**src/rtl/core/kvt_pkg.sv**
```systemverilog
// ----------------------------------------------------------------------------
// kvt_pkg: shared types and codes for the key/value table
// Holds the request codes, the controller states and the command and
// status structs that pass between the controller and the datapath.
// ----------------------------------------------------------------------------
package kvt_pkg;

  // Width of the input and result fields on the stream ports.
  localparam int FIELD_BITS = 32;
  localparam int REQ_BITS   = 2;

  // Search count register.
  localparam int                CFG_BITS      = 7;
  localparam logic [CFG_BITS-1:0] ENTRIES_RESET = 7'd64;

  // Request codes.
  localparam logic [REQ_BITS-1:0] REQ_LOOKUP = 2'd0;
  localparam logic [REQ_BITS-1:0] REQ_INSERT = 2'd1;
  localparam logic [REQ_BITS-1:0] REQ_REMOVE = 2'd2;

  // Controller states.
  typedef enum logic [1:0] {
    ST_CLEAR,
    ST_IDLE,
    ST_SCAN,
    ST_DONE
  } ctrl_state_t;

  // Commands from the controller to the datapath.
  typedef struct packed {
    logic clear_wr;  // write zero to the key slot under the counter
    logic load_req;  // capture a new request and restart the counter
    logic scan_rd;   // read the slot under the counter and advance
    logic commit;    // update the table and load the result register
  } kvt_cmd_t;

  // Status from the datapath to the controller.
  typedef struct packed {
    logic clear_last;  // counter is on the last slot of the clearing pass
    logic scan_end;    // every searched slot has been read
    logic out_busy;    // result register holds a transaction not yet taken
  } kvt_sts_t;

endpackage

```
**src/rtl/core/key_value_table_lookup_insert_remove.sv**
```systemverilog
// ----------------------------------------------------------------------------
// key_value_table_lookup_insert_remove: key/value table with linear search
// One request at a time; the result and the next ready come together,
// later while an older result waits. The scan reads one slot per cycle
// from the key memory port, up to the search count limited to TABLE_SLOTS.
// After reset a clearing pass empties the key memory first, writing zero
// to every key slot.
// ----------------------------------------------------------------------------
module key_value_table_lookup_insert_remove #(
  parameter int TABLE_SLOTS = 64,
  parameter int KEY_BITS    = 32,
  parameter int VALUE_BITS  = 32
) (
  input  logic                          clk,
  input  logic                          rst_n,
  // Requests.
  input  logic                          in_tvalid,
  output logic                          in_tready,
  input  logic [63:0]                   in_tdata,   // [31:0] key, [63:32] value
  input  logic [kvt_pkg::REQ_BITS-1:0]  in_tuser,   // [1:0] req_type
  // Results.
  output logic                          out_tvalid,
  input  logic                          out_tready,
  output logic [31:0]                   out_tdata,  // [31:0] result_value
  output logic [0:0]                    out_tuser,  // [0] success
  // Search count register.
  input  logic                          cfg_wr_en,
  input  logic [kvt_pkg::CFG_BITS-1:0]  cfg_wr_data
);
  import kvt_pkg::*;

  kvt_cmd_t              cmd;
  kvt_sts_t              sts;
  logic [KEY_BITS-1:0]   req_key;
  logic [VALUE_BITS-1:0] req_value;
  logic [VALUE_BITS-1:0] out_value;
  logic                  out_success;

  // Fields are taken in their low KEY_BITS and VALUE_BITS bits.
  assign req_key   = KEY_BITS'(in_tdata[FIELD_BITS-1:0]);
  assign req_value = VALUE_BITS'(in_tdata[2*FIELD_BITS-1:FIELD_BITS]);

  kvt_ctrl u_ctrl (
    .clk       (clk),
    .rst_n     (rst_n),
    .in_tvalid (in_tvalid),
    .in_tready (in_tready),
    .sts       (sts),
    .cmd       (cmd)
  );

  kvt_dp #(
    .TABLE_SLOTS (TABLE_SLOTS),
    .KEY_BITS    (KEY_BITS),
    .VALUE_BITS  (VALUE_BITS)
  ) u_dp (
    .clk         (clk),
    .rst_n       (rst_n),
    .cmd         (cmd),
    .sts         (sts),
    .cfg_wr_en   (cfg_wr_en),
    .cfg_wr_data (cfg_wr_data),
    .req_type    (in_tuser),
    .req_key     (req_key),
    .req_value   (req_value),
    .out_tready  (out_tready),
    .out_valid   (out_tvalid),
    .out_value   (out_value),
    .out_success (out_success)
  );

  // Result fields on the output stream.
  assign out_tdata    = FIELD_BITS'(out_value);
  assign out_tuser[0] = out_success;

endmodule

```
**src/rtl/core/kvt_ctrl.sv**
```systemverilog
// ----------------------------------------------------------------------------
// kvt_ctrl: request sequencer for the key/value table
// Runs the clearing pass after reset, then takes one request at a time,
// steps the slot scan and commits the result once the output is free.
// ----------------------------------------------------------------------------
module kvt_ctrl (
  input  logic              clk,
  input  logic              rst_n,
  input  logic              in_tvalid,
  output logic              in_tready,
  input  kvt_pkg::kvt_sts_t sts,
  output kvt_pkg::kvt_cmd_t cmd
);
  import kvt_pkg::*;

  ctrl_state_t state_r;
  ctrl_state_t state_nxt;

  // State register.
  always_ff @(posedge clk) begin
    if (!rst_n) begin
      state_r <= ST_CLEAR;
    end else begin
      state_r <= state_nxt;
    end
  end

  // Next state.
  always_comb begin
    state_nxt = state_r;
    unique case (state_r)
      ST_CLEAR: begin
        if (sts.clear_last) state_nxt = ST_IDLE;
      end
      ST_IDLE: begin
        if (in_tvalid) state_nxt = ST_SCAN;
      end
      ST_SCAN: begin
        if (sts.scan_end) state_nxt = ST_DONE;
      end
      ST_DONE: begin
        if (!sts.out_busy) state_nxt = ST_IDLE;
      end
      default: state_nxt = ST_CLEAR;
    endcase
  end

  // Outputs.
  always_comb begin
    cmd       = '0;
    in_tready = 1'b0;
    unique case (state_r)
      ST_CLEAR: begin
        cmd.clear_wr = 1'b1;
      end
      ST_IDLE: begin
        in_tready    = 1'b1;
        cmd.load_req = in_tvalid;
      end
      ST_SCAN: begin
        cmd.scan_rd = !sts.scan_end;
      end
      ST_DONE: begin
        cmd.commit = !sts.out_busy;
      end
      default: begin
        cmd = '0;
      end
    endcase
  end

endmodule

```
**src/rtl/core/kvt_dp.sv**
```systemverilog
// ----------------------------------------------------------------------------
// kvt_dp: key/value table datapath
// Holds the key and value memories, the slot counter, the match and free
// slot trackers, the search count register and the result register.
// ----------------------------------------------------------------------------
module kvt_dp #(
  parameter int TABLE_SLOTS = 64,
  parameter int KEY_BITS    = 32,
  parameter int VALUE_BITS  = 32
) (
  input  logic                          clk,
  input  logic                          rst_n,
  input  kvt_pkg::kvt_cmd_t             cmd,
  output kvt_pkg::kvt_sts_t             sts,
  input  logic                          cfg_wr_en,
  input  logic [kvt_pkg::CFG_BITS-1:0]  cfg_wr_data,
  input  logic [kvt_pkg::REQ_BITS-1:0]  req_type,
  input  logic [KEY_BITS-1:0]           req_key,
  input  logic [VALUE_BITS-1:0]         req_value,
  input  logic                          out_tready,
  output logic                          out_valid,
  output logic [VALUE_BITS-1:0]         out_value,
  output logic                          out_success
);
  import kvt_pkg::*;

  localparam int ADDR_W = (TABLE_SLOTS > 1) ? $clog2(TABLE_SLOTS) : 1;
  localparam int CNT_W  = $clog2(TABLE_SLOTS + 1);
  localparam int CMP_W  = (CNT_W > CFG_BITS) ? CNT_W : CFG_BITS;

  // Memories.
  logic [KEY_BITS-1:0]   key_mem [TABLE_SLOTS];
  logic [VALUE_BITS-1:0] val_mem [TABLE_SLOTS];

  logic [CFG_BITS-1:0]   cfg_entries_r;
  logic [CNT_W-1:0]      cnt_r;
  logic [ADDR_W-1:0]     rd_addr;

  logic [REQ_BITS-1:0]   type_r;
  logic [KEY_BITS-1:0]   key_r;
  logic [VALUE_BITS-1:0] value_r;
  logic                  key_nz_r;

  logic                  rd_vld_r;
  logic [ADDR_W-1:0]     idx_d_r;
  logic [KEY_BITS-1:0]   key_rd_r;
  logic [VALUE_BITS-1:0] val_rd_r;

  logic                  hit_r;
  logic [ADDR_W-1:0]     hit_idx_r;
  logic [VALUE_BITS-1:0] hit_val_r;
  logic                  present_r;
  logic                  free_r;
  logic [ADDR_W-1:0]     free_idx_r;

  logic                  out_valid_r;
  logic [VALUE_BITS-1:0] out_value_r;
  logic                  out_success_r;

  logic                  key_hit;
  logic                  key_free;
  logic                  remove_ok;
  logic                  insert_ok;
  logic                  key_we;
  logic [ADDR_W-1:0]     key_wa;
  logic [KEY_BITS-1:0]   key_wd;
  logic                  val_we;
  logic [VALUE_BITS-1:0] res_value;
  logic                  res_success;

  // Search count register.
  always_ff @(posedge clk) begin
    if (!rst_n) begin
      cfg_entries_r <= ENTRIES_RESET;
    end else if (cfg_wr_en) begin
      cfg_entries_r <= cfg_wr_data;
    end
  end

  // Slot counter, shared by the clearing pass and the scan.
  always_ff @(posedge clk) begin
    if (!rst_n) begin
      cnt_r <= '0;
    end else if (cmd.load_req) begin
      cnt_r <= '0;
    end else if (cmd.clear_wr || cmd.scan_rd) begin
      cnt_r <= cnt_r + CNT_W'(1);
    end
  end

  assign rd_addr = cnt_r[ADDR_W-1:0];

  // The scan stops at the search count or at the table size, whichever is lower.
  assign sts.clear_last = (cnt_r == CNT_W'(TABLE_SLOTS - 1));
  assign sts.scan_end   = (CMP_W'(cnt_r) >= CMP_W'(cfg_entries_r)) ||
                          (cnt_r == CNT_W'(TABLE_SLOTS));
  assign sts.out_busy   = out_valid_r && !out_tready;

  // Request capture.
  always_ff @(posedge clk) begin
    if (cmd.load_req) begin
      type_r   <= req_type;
      key_r    <= req_key;
      value_r  <= req_value;
      key_nz_r <= (req_key != '0);
    end
  end

  // Table updates: zero during the clearing pass, then remove or insert.
  assign remove_ok = (type_r == REQ_REMOVE) && hit_r;
  assign insert_ok = (type_r == REQ_INSERT) && key_nz_r && !present_r && free_r;

  always_comb begin
    key_we = 1'b0;
    key_wa = rd_addr;
    key_wd = '0;
    if (cmd.clear_wr) begin
      key_we = 1'b1;
    end else if (cmd.commit) begin
      if (remove_ok) begin
        key_we = 1'b1;
        key_wa = hit_idx_r;
      end else if (insert_ok) begin
        key_we = 1'b1;
        key_wa = free_idx_r;
        key_wd = key_r;
      end
    end
  end

  assign val_we = cmd.commit && insert_ok;

  // Key memory: one write port, one registered read port.
  always_ff @(posedge clk) begin
    if (key_we) begin
      key_mem[key_wa] <= key_wd;
    end
    key_rd_r <= key_mem[rd_addr];
  end

  // Value memory: read alongside the key so a match has its value at hand.
  always_ff @(posedge clk) begin
    if (val_we) begin
      val_mem[free_idx_r] <= value_r;
    end
    val_rd_r <= val_mem[rd_addr];
  end

  // Slot index that goes with the read data.
  always_ff @(posedge clk) begin
    idx_d_r <= rd_addr;
  end

  // Compare of the slot read in the previous cycle.
  assign key_hit  = rd_vld_r && key_nz_r && (key_rd_r == key_r);
  assign key_free = rd_vld_r && (key_rd_r == '0);

  // Scan flags.
  always_ff @(posedge clk) begin
    if (!rst_n) begin
      rd_vld_r  <= 1'b0;
      hit_r     <= 1'b0;
      present_r <= 1'b0;
      free_r    <= 1'b0;
    end else begin
      rd_vld_r <= cmd.scan_rd;
      if (cmd.load_req) begin
        hit_r     <= 1'b0;
        present_r <= 1'b0;
        free_r    <= 1'b0;
      end else begin
        if (key_hit) begin
          hit_r     <= 1'b1;
          present_r <= 1'b1;
        end
        if (key_free) begin
          free_r <= 1'b1;
        end
      end
    end
  end

  // The first match wins; the last empty slot seen is the highest one.
  always_ff @(posedge clk) begin
    if (key_hit && !hit_r) begin
      hit_idx_r <= idx_d_r;
      hit_val_r <= val_rd_r;
    end
    if (key_free) begin
      free_idx_r <= idx_d_r;
    end
  end

  // Result of the finished request.
  always_comb begin
    res_value   = '0;
    res_success = 1'b0;
    case (type_r) inside
      REQ_LOOKUP, REQ_REMOVE: begin
        res_value   = hit_r ? hit_val_r : '0;
        res_success = hit_r;
      end
      REQ_INSERT: begin
        res_success = insert_ok;
      end
      default: begin
        res_value   = '0;
        res_success = 1'b0;
      end
    endcase
  end

  // Result register; it frees when the transaction is taken.
  always_ff @(posedge clk) begin
    if (!rst_n) begin
      out_valid_r <= 1'b0;
    end else if (cmd.commit) begin
      out_valid_r <= 1'b1;
    end else if (out_tready) begin
      out_valid_r <= 1'b0;
    end
  end

  always_ff @(posedge clk) begin
    if (cmd.commit) begin
      out_value_r   <= res_value;
      out_success_r <= res_success;
    end
  end

  assign out_valid   = out_valid_r;
  assign out_value   = out_value_r;
  assign out_success = out_success_r;

  // A new result never overwrites one that is still waiting.
  a_commit_free: assert property (@(posedge clk) disable iff (!rst_n)
    cmd.commit |-> !(out_valid_r && !out_tready))
    else $error("result committed over a pending transaction");

  // No slot is read beyond the searched range.
  a_scan_range: assert property (@(posedge clk) disable iff (!rst_n)
    cmd.scan_rd |-> !sts.scan_end)
    else $error("slot read past the search count");

  // A zero key never matches an empty slot.
  a_zero_key: assert property (@(posedge clk) disable iff (!rst_n)
    hit_r |-> key_nz_r)
    else $error("match recorded for a zero key");

  // The controller issues at most one command at a time.
  a_one_cmd: assert property (@(posedge clk) disable iff (!rst_n)
    $onehot0({cmd.clear_wr, cmd.load_req, cmd.scan_rd, cmd.commit}))
    else $error("conflicting datapath commands");

endmodule
```
**config.mk**
```make
export PLATFORM = sky130hd
export DESIGN_NAME = key_value_table_lookup_insert_remove
export DESIGN_NICKNAME = d
export VERILOG_FILES = /design/src/rtl/core/kvt_pkg.sv /design/src/rtl/core/key_value_table_lookup_insert_remove.sv /design/src/rtl/core/kvt_ctrl.sv /design/src/rtl/core/kvt_dp.sv
export SDC_FILE = /design/constraint.sdc
export NUM_CORES = 2
export LEC_CHECK = 0
export BUFFER_PORTS_ARGS = -buffer_cell sky130_fd_sc_hd__buf_4
export CAP_MARGIN = 15
export CORE_MARGIN = 1
export CORE_UTILIZATION = 35
export CTS_CLUSTER_SIZE = 28
export DETAILED_ROUTE_END_ITERATION = 12
export PLACE_DENSITY = 0.58
export SLEW_MARGIN = 0
export SYNTH_ARGS = -nofsm -noshare
export SYNTH_HDL_FRONTEND = slang
export SYNTH_SLANG_ARGS = --single-unit
```
**constraint.sdc**
```tcl
create_clock -name clk -period 6 [get_ports clk]
set_clock_uncertainty 0.1 [all_clocks]
set_input_delay 0.3 -clock clk [delete_from_list [all_inputs] [get_ports clk]]
set_output_delay 0.3 -clock clk [all_outputs]
set_load 0.05 [all_outputs]
```
== Word-level counts from Yosys, hierarchy flattened ==
Memories as Yosys holds them, arrays and structs flattened. A register that Yosys moved wholly into a read port is not among the register bits.
Cells that the tools add are included.
Cells by class
  add/subtract/negate cells: 1
  magnitude comparators: 1
  bitwise logic cells: 1
  eq/ne operators: 12
  div/mod/pow operators: 0
  multipliers: 0
  shift operators: 0
  muxes and demuxes: 30
  reduce and logical (&&, ||, !) cells: 25
Operator list (count)
  32-bit two-way mux: 4
  32-bit equality test: 1
  32-bit logical NOT: 1
  32-bit nonzero test: 1
  6-bit two-way mux: 4
  1-bit two-way mux: 17
  1-bit logical AND: 10
  2-bit two-way mux: 4
  2-bit one-hot mux with 4 select lines: 1
  7-bit by 1-bit adder with 7-bit output (second input constant): 1
  7-bit by 6-bit equality test with 1-bit output (second input constant): 1
  7-bit equality test (second input constant): 1
  7-bit greater-or-equal comparator: 1
  2-bit equality test (second input constant): 3
  2-bit inequality test (second input constant): 3
  2-bit by 1-bit equality test with 1-bit output (second input constant): 2
  1-bit logical NOT: 4
  2-bit logical NOT: 2
  4-bit AND reduction: 1
  2-bit OR reduction: 2
  1-bit logical OR: 2
  2-bit by 1-bit inequality test with 1-bit output (second input constant): 1
  2-bit AND reduction: 1
  2-bit nonzero test: 1
  1-bit NOT: 1
Word-level totals
  bits in read-only memories: 0
  bits in latches: 0
  RAM bits: 4096
  memories kept: 2
  register bits after elaboration: 170
  input port bits: 78
Memory list
  u_dp.key_mem: words 64, width 32, read ports 1, clocked after Yosys merged registers in 1, write ports 1, RTL line kvt_dp.sv:32  | logic [KEY_BITS-1:0] key_mem [TABLE_SLOTS];
  u_dp.val_mem: words 64, width 32, read ports 1, clocked after Yosys merged registers in 1, write ports 1, RTL line kvt_dp.sv:33  | logic [VALUE_BITS-1:0] val_mem [TABLE_SLOTS];

== Depth between registers and ports, before layout ==
  depth after elaboration: 10
  gate-level depth with buffers: 12
  mapped depth without buffers: 8

== Modules after synthesis ==
A second synthesis with hierarchy kept.
Unflattened totals
  cell total of the unflattened synthesis: 7355
  area total of the unflattened synthesis: 164251.3 um2
By module, submodules not included
  kvt_dp: times used 1, cells each 7333, seq. area each 129083.8 um2, area an instance 164027.3 um2
  kvt_ctrl: times used 1, cells each 22, seq. area each 40.0 um2, area an instance 224.0 um2

== Least setup slack after synthesis ==
OpenSTA, ideal clock, no wires.
  kind: register -> register
  from: register u_dp.out_valid_r (netlist: u_dp.out_valid)
  to: memory u_dp.val_mem[62][0], enable pin
  data arrival time: 4.344 ns
  data required time: 5.479 ns
  library setup time: 0.421 ns
  stages on the path, launching flop included: 7
  period minus slack after synthesis: 4.866 ns
  path buffers: 0
  setup slack: 1.134 ns
  cell sequence: dfxtp_1 > nor2b_1 > nor2b_1 > nand2_1 > nor2_1 > nand3_1 > nor2_1
RTL lines
  start, declared: RTL line kvt_dp.sv:56  | logic out_valid_r;
  start signal, assigned: RTL line kvt_dp.sv:216  | out_valid_r <= 1'b0;
  start signal, assigned: RTL line kvt_dp.sv:218  | out_valid_r <= 1'b1;
  start signal, assigned: RTL line kvt_dp.sv:220  | out_valid_r <= 1'b0;
  end, declared: RTL line kvt_dp.sv:33

== Worst setup path after layout ==
  from: register u_ctrl.state_r[0]
  to: memory u_dp.key_mem[60][4], enable pin
Between the ends
  cells in the longest elaborated chain, start to end: 6
  elaborated cells on any way between the ends: 10
  those cells by class: eq/ne (1); mux (8); reduce/logical (1)
RTL lines
  start, declared: RTL line kvt_ctrl.sv:16  | ctrl_state_t state_r;
  start signal, assigned: RTL line kvt_ctrl.sv:24  | state_r <= state_nxt;
  2-bit equality test: RTL line kvt_ctrl.sv:52  | unique case (state_r)
  1-bit two-way mux: RTL line kvt_ctrl.sv:52
  1-bit two-way mux: RTL line kvt_dp.sv:119  | end else if (cmd.commit) begin
  1-bit two-way mux: RTL line kvt_dp.sv:117  | if (cmd.clear_wr) begin
  1-bit two-way mux: RTL line kvt_dp.sv:135  | if (key_we) begin
  1-bit two-way mux (implied by the code): RTL line kvt_dp.sv:136  | key_mem[key_wa] <= key_wd;
  end, declared: RTL line kvt_dp.sv:32
Several ways; a longest one is shown, not always the timed one.

==> flow_summary_export.csv <==
group,metric,value,unit
run_status,outcome,"complete, no violations",
worst_setup_path,worstPathRequired,6.51,ns
logic_synthesis,synth-main-ff-cell,"edfxtp_1",
sta,period_share,0.796,
clocking,clk_path_buf_depth,4,
layout,mostFrequentLayoutCells,"4,240 x edfxtp_1, 1,255 x mux4_2, 417 x clkbuf_16, 369 x buf_4, 133 x dlygate4sd3_1",
route,ant_nets,0,
logic_synthesis,synth_cell_types,60,
sta,max_slew_margin,0.217,
floorplan,die_area,469000,µm²
layout,drive_above_1_share,0.321,
worst_setup_path,crit_path_max_fanout,17,
floorplan,start_util,0.352,
logic_synthesis,syn-cell-area,163000,µm²
route,wl,410000,µm
logic_synthesis,synth_edf_count,4240,
layout,finalNetCount,7364,
worst_setup_path,endpoint_kind,"register",
placement,place.gp.congestion,0.834,
grt,grt_antenna_before_repair,10,
sta,rsz0062_at_grt,"no",
clocking,cts.clk_slew.worst_paths,0.06,ns
worst_setup_path,crit_chain,"inv_1, ha_1, nor3b_2, a21boi_0, a2bb2oi_1, nand3_1, nor2_4, buf_4",
worst_setup_path,path_class,"reg -> reg",
sta,hold_violations,0,
logic_synthesis,synth-seq-area-share,0.791,
floorplan,core,464000,µm²
route,via_per_inst,5.36,
grt,grt_usage,0.172,
power_and_ir_drop,p_leak,52.2,nW
clocking,worstSkewPairLatency,0.92,ns
sta,clock.fmax,209,MHz
route,wl_per_cell,29.7,µm
placement,dp_hpwl,242000,µm
logic_synthesis,synthArstFlopShare,0,
placement,place_inst,12900,
route,dr.pass1.iters,5,
grt,first_global_vias,76049,
sta,tightest_slew,1.17,ns
logic_synthesis,syn_area_per_cell,24.5,µm²
job,drv_cap,0,
clocking,cts_buffers,410,
placement,port_buffers,112,
grt,grt_max_degree,122,
logic_synthesis,synthCells,6670,
grt,grt_pass1_wl,582000,µm
layout,areaGrowthSynthToFinish,15.8,%
sta,fin_crit,4.78,ns
floorplan,pin_count,113,
floorplan,die_w,685,µm
floorplan,die_y,685,µm
route,drc,0,
logic_synthesis,ys_seq_elements,4330,
route,drt_iter0_markers,8166,
floorplan,rows,250,
min_path,min_path_type,"in -> reg",
layout,instances_no_fill,13786,
clocking,cts_root_buf,"clkbuf_16",
layout,finish.instance_area,189000,µm²
sta,setup-tns-final,0,ns
clocking,cts_resized,0,
placement,placed_cell_area,174000,µm²
worst_setup_path,cpMaxStageDelayCell,"nor2_4",
power_and_ir_drop,cellPowerDensity,384,nW/µm²
clocking,cts_tree,"yes",
layout,final_common_cell,"edfxtp_1",
worst_setup_path,critPathMaxStageDelay,0.85,ns
sta,final-max-slew-violation-count,0,
sta,setup_viol,0,
grt,grt_overflow,0,
worst_setup_path,start_kind,"register",
route,num_vias,73947,
clocking,cts.sinks,4330,
clocking,htreeDepth,5,
worst_setup_path,cp_data_arrival_time,5.29,ns
power_and_ir_drop,peakVddDrop,0.273,mV
logic_synthesis,ys_warn_count,0,
logic_synthesis,syn_nets,6762,
[area by class of cell]
type                    instances  area, µm²
diodes                          9       22.5
fillers                     39595     275000
flip-flops and latches       4330     129000
well taps                    6174       7720
repair buffers                532       4700
clock inverters               229       2720
inverters                      17       71.3
clock buffers                 514      11000
multi-input cells            1981      33600
[power breakdown]
part | total [W] | internal, W | switching, W
clock | 0.0266 | 0.0155 | 0.0111
sequential | 0.0346 | 0.0341 | 0.000552
combinational | 0.0113 | 0.00512 | 0.00615
[cell families (layout without fill, tap and decap cells)]
| family | count (synthesis) | in the layout | share of synthesized area |
|---|---|---|---|
| buffers and inverters | 359 | 1292 | 0.00965 |
| other | 0 | 9 | 0 |
| XOR/XNOR | 32 | 32 | 0.00172 |
| AO/OA/AOI/OAI | 210 | 210 | 0.00930 |
| AND/OR/NAND/NOR | 446 | 446 | 0.0127 |
| adder cells (fa/ha/maj) | 14 | 14 | 0.00107 |
| multiplexers | 1279 | 1279 | 0.175 |
| flip-flops | 4330 | 4330 | 0.791 |
[synthesized netlist by cell type (3+ instances only)]
cell type | number | area share
a22oi_1 | 128 | 0.0059
nor2b_1 | 7 | 0.00027
nor3_1 | 13 | 0.00040
o31ai_1 | 3 | 0.00014
o21ai_0 | 9 | 0.00028
mux4_2 | 1255 | 0.17
xor2_1 | 28 | 0.0015
buf_4 | 16 | 0.00074
a21oi_1 | 18 | 0.00055
clkbuf_1 | 160 | 0.0037
a211oi_1 | 6 | 0.00028
o22ai_1 | 9 | 0.00034
buf_6 | 3 | 0.00021
a2111oi_0 | 3 | 0.00016
mux2i_1 | 19 | 0.0012
inv_1 | 13 | 0.00030
clkinv_1 | 3 | 0.000069
nor4_1 | 22 | 0.00084
buf_2 | 116 | 0.0036
nor2_1 | 161 | 0.0037
nand3_1 | 23 | 0.00071
a221o_1 | 3 | 0.00018
xnor2_1 | 4 | 0.00021
nand2b_1 | 7 | 0.00027
o211ai_1 | 3 | 0.00014
or2_2 | 3 | 0.00011
nand4_1 | 9 | 0.00034
o221ai_1 | 3 | 0.00016
or3_1 | 4 | 0.00015
nand2_1 | 116 | 0.0027
a22o_1 | 3 | 0.00016
and2_1 | 69 | 0.0026
nand3b_1 | 3 | 0.00014
dfxtp_1 | 90 | 0.011
a31oi_1 | 7 | 0.00027
edfxtp_1 | 4240 | 0.78
ha_1 | 14 | 0.0011
mux2_2 | 5 | 0.00034
buf_1 | 47 | 0.0011
[state kept, by name (all words and copies together) (netlist names), 2 cells and up]
name                cells
u_dp.val_mem         2048
u_dp.key_rd_r          32
u_dp.free_idx_r         6
u_dp.out_value         32
u_dp.value_r           32
u_dp.key_mem         2048
u_dp.hit_val_r         32
u_dp.type_r             2
u_dp.idx_d_r            6
u_ctrl.state_r          2
u_dp.cfg_entries_r      7
u_dp.val_rd_r          32
u_dp.hit_idx_r          6
u_dp.key_r             32
u_dp.cnt_r              7
[final timing paths]
check / start / to / slack [ns] / cells past startpoint
worst min register to register: u_dp.val_rd_r[29] / u_dp.hit_val_r[29] / 0.31 / 0
worst min-delay path: in_tdata[41] / u_dp.value_r[9] / 0.05 / 2
worst max register to register: u_ctrl.state_r[0] / u_dp.key_mem[60][4] / 1.22 / 8
worst max-delay path: u_ctrl.state_r[0] / u_dp.key_mem[60][4] / 1.22 / 8
[per-stage QoR]
stage / hold WS [ns] / setup slack (ns) / utilization / total power, W
6_report: 0.0491 / 1.22 / 0.407 / 0.0725
5_1_grt: 0.0408 / 1.00 / 0.407 / 0.0747
4_1_cts: 0.00985 / 1.26 / 0.407 / 0.0731
3_5_place_dp: 0.295 / 1.29 / 0.375 / 0.0467
3_3_place_gp: 0.292 / 1.36 / 0.375 / 0.0465
2_1_floorplan: 0.252 / 1.13 / - / 0.0429
[critical path: cells and delay by family, from the launching register on]
kind,cells,cell delay [ns]
fa+ha+maj,1,0.37
buf+inv,2,0.42
flops,1,0.43
simple gates,3,2.25
compound gates,2,0.87
[routing by layer]
metal	vias to the layer above	part of all wire	GRT usage
met5	-	0	0
met4	0	0.027	0.0450
met3	548	0.063	0.0235
met2	2704	0.51	0.293
met1	40682	0.40	0.232
li1	30013	-	-
[repair_timing]
action / 4_1_cts / 5_1_grt
setup buffers: 0 / 0
hold endpoints to repair: 81 / 0
hold buffers: 133 / 0
Note: power is estimated with default switching activity, not from simulation.
